<file path="src/rtl/tds_pkg.sv">
`timescale 1ns / 1ps
`default_nettype none

package tds_pkg;

    // Largest system that the coefficient stores can hold.
    localparam int MAX_ROWS = 64;
    localparam int ADDR_W   = $clog2(MAX_ROWS);
    localparam int COUNT_W  = $clog2(MAX_ROWS + 1);

    // Quotient bits resolved by the divider; the bits above are covered by a
    // single compare before the first step.
    localparam int DIV_STEPS = 33;
    localparam int DIV_CNT_W = $clog2(DIV_STEPS + 1);

    localparam logic [1:0] ST_OK    = 2'd0;
    localparam logic [1:0] ST_PIVOT = 2'd1;
    localparam logic [1:0] ST_ROWS  = 2'd2;
    localparam logic [1:0] ST_OVF   = 2'd3;

    // One row of the system as it travels from the front end to the solver core.
    typedef struct packed {
        logic signed [31:0] sub_coef;
        logic signed [31:0] diag_coef;
        logic signed [31:0] super_coef;
        logic signed [31:0] rhs_value;
        logic               last_row;
        logic               first_row;
    } row_t;

    typedef enum logic [3:0] {
        S_IDLE,
        S_MUL_G,
        S_ALPHA,
        S_MUL_P,
        S_NUM,
        S_DIV,
        S_FINISH,
        S_ERR,
        S_BS_RD,
        S_BS_LOAD,
        S_BS_MUL,
        S_BS_SUB,
        S_EMIT
    } core_state_t;

endpackage

`default_nettype wire

</file>
<file path="src/rtl/tds_front.sv">
`timescale 1ns / 1ps
`default_nettype none

module tds_front (
    input  wire                 clk,
    input  wire                 rst_n,
    input  wire                 in_valid,
    output logic                in_ready,
    input  wire  signed [31:0]  sub_coef,
    input  wire  signed [31:0]  diag_coef,
    input  wire  signed [31:0]  super_coef,
    input  wire  signed [31:0]  rhs_value,
    input  wire                 last_row,
    output logic                q_valid,
    input  wire                 q_ready,
    output tds_pkg::row_t       q_row
);
    import tds_pkg::*;

    row_t       fifo_mem [2];
    logic       wr_ptr_reg, wr_ptr_next;
    logic       rd_ptr_reg, rd_ptr_next;
    logic [1:0] count_reg, count_next;
    logic       first_reg, first_next;
    logic       push, pop;

    assign in_ready = (count_reg != 2'd2);
    assign q_valid  = (count_reg != 2'd0);
    assign q_row    = fifo_mem[rd_ptr_reg];
    assign push     = in_valid && in_ready;
    assign pop      = q_valid && q_ready;

    // A row is the first of its system when the row before it carried the last mark.
    always_comb
    begin
        wr_ptr_next = push ? ~wr_ptr_reg : wr_ptr_reg;
        rd_ptr_next = pop ? ~rd_ptr_reg : rd_ptr_reg;
        count_next  = count_reg + {1'b0, push} - {1'b0, pop};
        first_next  = push ? last_row : first_reg;
    end

    always_ff @(posedge clk or negedge rst_n)
    begin
        if (!rst_n)
        begin
            wr_ptr_reg <= 1'b0;
            rd_ptr_reg <= 1'b0;
            count_reg  <= 2'd0;
            first_reg  <= 1'b1;
        end
        else
        begin
            wr_ptr_reg <= wr_ptr_next;
            rd_ptr_reg <= rd_ptr_next;
            count_reg  <= count_next;
            first_reg  <= first_next;
        end
    end

    always_ff @(posedge clk)
    begin
        if (push)
        begin
            fifo_mem[wr_ptr_reg] <= '{sub_coef: sub_coef, diag_coef: diag_coef,
                                      super_coef: super_coef, rhs_value: rhs_value,
                                      last_row: last_row, first_row: first_reg};
        end
    end

endmodule

`default_nettype wire

</file>
<file path="config.mk">
export PLATFORM = sky130hd
export DESIGN_NAME = tds_front
export DESIGN_NICKNAME = d
export VERILOG_FILES = /design/src/rtl/tds_pkg.sv /design/src/rtl/tds_front.sv
export SDC_FILE = /design/constraint.sdc
export NUM_CORES = 1
export LEC_CHECK = 0
export BUFFER_PORTS_ARGS = -buffer_cell sky130_fd_sc_hd__buf_4
export CELL_PAD_IN_SITES_DETAIL_PLACEMENT = 1
export CELL_PAD_IN_SITES_GLOBAL_PLACEMENT = 1
export CORE_MARGIN = 8
export CORE_UTILIZATION = 40
export DETAILED_ROUTE_END_ITERATION = 10
export PLACE_DENSITY_LB_ADDON = 0.12
export SETUP_SLACK_MARGIN = 0.4
export SYNTH_ARGS = -nofsm -noshare
export SYNTH_HDL_FRONTEND = slang
export SYNTH_SLANG_ARGS = --single-unit
</file>
<file path="constraint.sdc">
create_clock -name clk -period 6.4 [get_ports clk]
set_input_delay 0 -clock clk [delete_from_list [all_inputs] [get_ports clk]]
set_output_delay 0 -clock clk [all_outputs]
set_load 0.01 [all_outputs]
</file>
==> impl_results.md <==
* Largest net degree at the start of global routing at 68
* Post-synth EDFFs at 260
* H-tree depth at 1
* Die ar. at 30,300 um^2
* Layout cells sized above 1 at 51.8%
* Avg WL per Cell at 19.8 um
* Most common library cells after synthesis: 260 x edfxtp_1, 90 x mux2_4, 41 x mux2_2, 10 x buf_6
* Initial Util at 40.3%
* Final routed DRC violation total at 0
* CTS Buf Count at 27
* Rows at 58
* Placer Congestion at 0.721
* DP Cell Count at 1,008
* Post-DP HPWL at 15.3 mm
* Synth top area share at 78.1%
* Required @ worst endpoint at 6400 ps
* Final Hold Fails at 0
* Post-synthesis cell count at 424
* Core area at 24,800 um^2
* # Post-CTS Setup Buffers at 0
* Status: finished, final reports clean
* Gr ovfl total at 0
* Crit Path Category: reg2out
* Total GRT Usage at 14.9%
* Crit-path max cell delay at 1160 ps
* Die Height at 174 um
* VDD IR max at 0.318 mV
* CTS tree: done
* Post-route minimum period at 3070 ps
* Fraction of registers with async set/reset at 1.89%
* FMAX at 325 MHz
* Tcrit/Tclk final at 48.0%
* Fin nets at 976
* Unrepaired setup endpoints after global routing: no
* First-pass GRT wire length at 36.0 mm
* Pwr/cell area at 433 nW/um^2
* Final ANT Viol Nets at 0
* Syn nets at 559
* Final TNS setup at 0 ps
* Min-Delay Path Class: in2reg
* Yosys reg bits at 265
* CP max FO at 67
* Worst EP arrival at 3070 ps
* Cell leakage power at 5.73 nW
* Port Buffer Count at 264
* Initial antenna violation count at 1
* Final setup fails at 0
* Sequential share of the synthesized area at 79.4%
* Post-Route WL at 23.6 mm
* Vias/cell at 4.54
* Cell with the most instances after synthesis: edfxtp_1
* Post-route setup slack at 3330 ps
* Clk buf depth at 3
* Worst setup EP type: output pin
* Final Skew at 18.7 ps
* Synth area leader: edfxtp_1
* Largest register FFs at 260
* Clock Latency Late Sink at 520 ps
* Yosys warns at 0
* Slowest cell on crit path: dfrtp_4
* Main flop type after synthesis: edfxtp_1
* Max-Cap Viols at 0
* IO Count at 265
* Filler cells at 2,205
* Count of non-filler cells in the finished layout at 1,190
* Max-slew violations at 0
* Slew @ Worst Pin at 1110 ps
* Length of the first detailed-routing pass in iterations at 6
* Vias in the first global route at 6,259
* Die Wd at 174 um
* Mapped cell area at 9990 um^2
* Via count at 5,404
* Crit-path cells: buf_4 -> mux2_2 -> buf_4
* Clock root buffer: clkbuf_16
* Clock transition at path regs at 60 ps
* Core Util, Final at 58.7%
* Cell variety after synth at 18
* Crit-path most repeated cell: buf_4
* CTS sink count at 265
* Max-slew headroom at 25.7%
* Largest cells by area after synthesis: edfxtp_1 78%, mux2_4 14%, mux2_2 4.6%, buf_6 1.1%, dfrtp_1 1.0%
* Place WS at 3700 ps
* Area grow syn2layout at 45.9%
* Avg Cell Area, Syn at 23.6 um^2
* Critical Path Start Type: flop
* Initial DRC count at 264
## report_power, final
part	total (mW)	internal (mW)	switching, mW	leakage [nW]
Clock	1.67	1.05	0.626	0.461
Combinational	2.06	1.14	0.912	2.80
Sequential	2.58	2.38	0.200	2.47
## cells in the final DEF, fill, tap and decap left out, drive strengths merged
cell / n
dfstp: 1
nand2: 1
diode: 1
dfrtp: 4
and3: 1
nor2: 1
or2: 1
clkinvlp: 1
ha: 2
edfxtp: 260
clkbuf: 30
dlygate4sd3: 134
bufinv: 7
buf: 269
inv: 1
xor2: 1
clkinv: 9
xnor2: 3
nand2b: 1
and2: 1
mux2: 131
## per-layer routing
metal / global-route usage (%) / part of all wire [%]
met1: 17.9 / 41
met3: 4.10 / 5.8
met5: 0 / 0
met4: 5.20 / 2.7
met2: 25.6 / 50
## critical path, delay by kind of cell, from the launching register on
family,cells,cell delay (ps)
flops,1,1160
buf+inv,2,930
mux,1,420
## what timing repair did
| action | 4_1_cts | 5_1_grt |
|---|---|---|
| hold buffers | 134 | 0 |
| gates resized for setup | 0 | 0 |
| endpoints found under the hold margin | 267 | 0 |
## worst paths after layout
check / startpoint / end / slack (ps) / cells after the start
setup / recovery: rd_ptr_reg / q_row[27] / 3330 / 3
hold / removal: rhs_value[15] / fifo_mem[0][17] / 210 / 2
setup reg to reg: count_reg[1] / fifo_mem[1][49] / 3760 / 3
hold reg to reg: count_reg[0] / count_reg[0] / 530 / 1
max in group asynchronous: rst_n / rd_ptr_reg / 5230 / 4
min in group asynchronous: rst_n / first_reg / 530 / 3
## layout make-up
| type | count | area (um^2) | area share, % |
|---|---|---|---|
| antenna | 1 | 2.50 | 0.0172 |
| inverter | 1 | 3.75 | 0.0257 |
| sequential | 265 | 7940 | 54.4 |
| clock inverter | 17 | 258 | 1.77 |
| timing repair buffer | 403 | 3360 | 23.0 |
| tap | 330 | 413 | 2.83 |
| multi-input combinational | 143 | 1920 | 13.2 |
| clock buffer | 30 | 687 | 4.71 |
## logic make-up (layout without fill, tap and decap cells)
group / count (synthesis) / count (layout) / synth area share, %
other: 0 / 1 / 0
xor gates and xnor gates: 4 / 4 / 0.351
DFF: 265 / 265 / 79.4
adders and majority gates: 2 / 2 / 0.250
and+or+nand+nor: 6 / 6 / 0.326
buffers and inverters: 16 / 451 / 1.52
muxes: 131 / 131 / 18.1
## stage by stage
stage,total power [mW],instance area [um^2],hold slack [ps]
6_report,6.31,14600,206
5_1_grt,6.61,14600,188
4_1_cts,6.42,14600,181
3_5_place_dp,4.66,12300,-192
3_3_place_gp,4.60,12300,-196
2_1_floorplan,3.80,9990,-296
(Power assumes the default switching activity.)
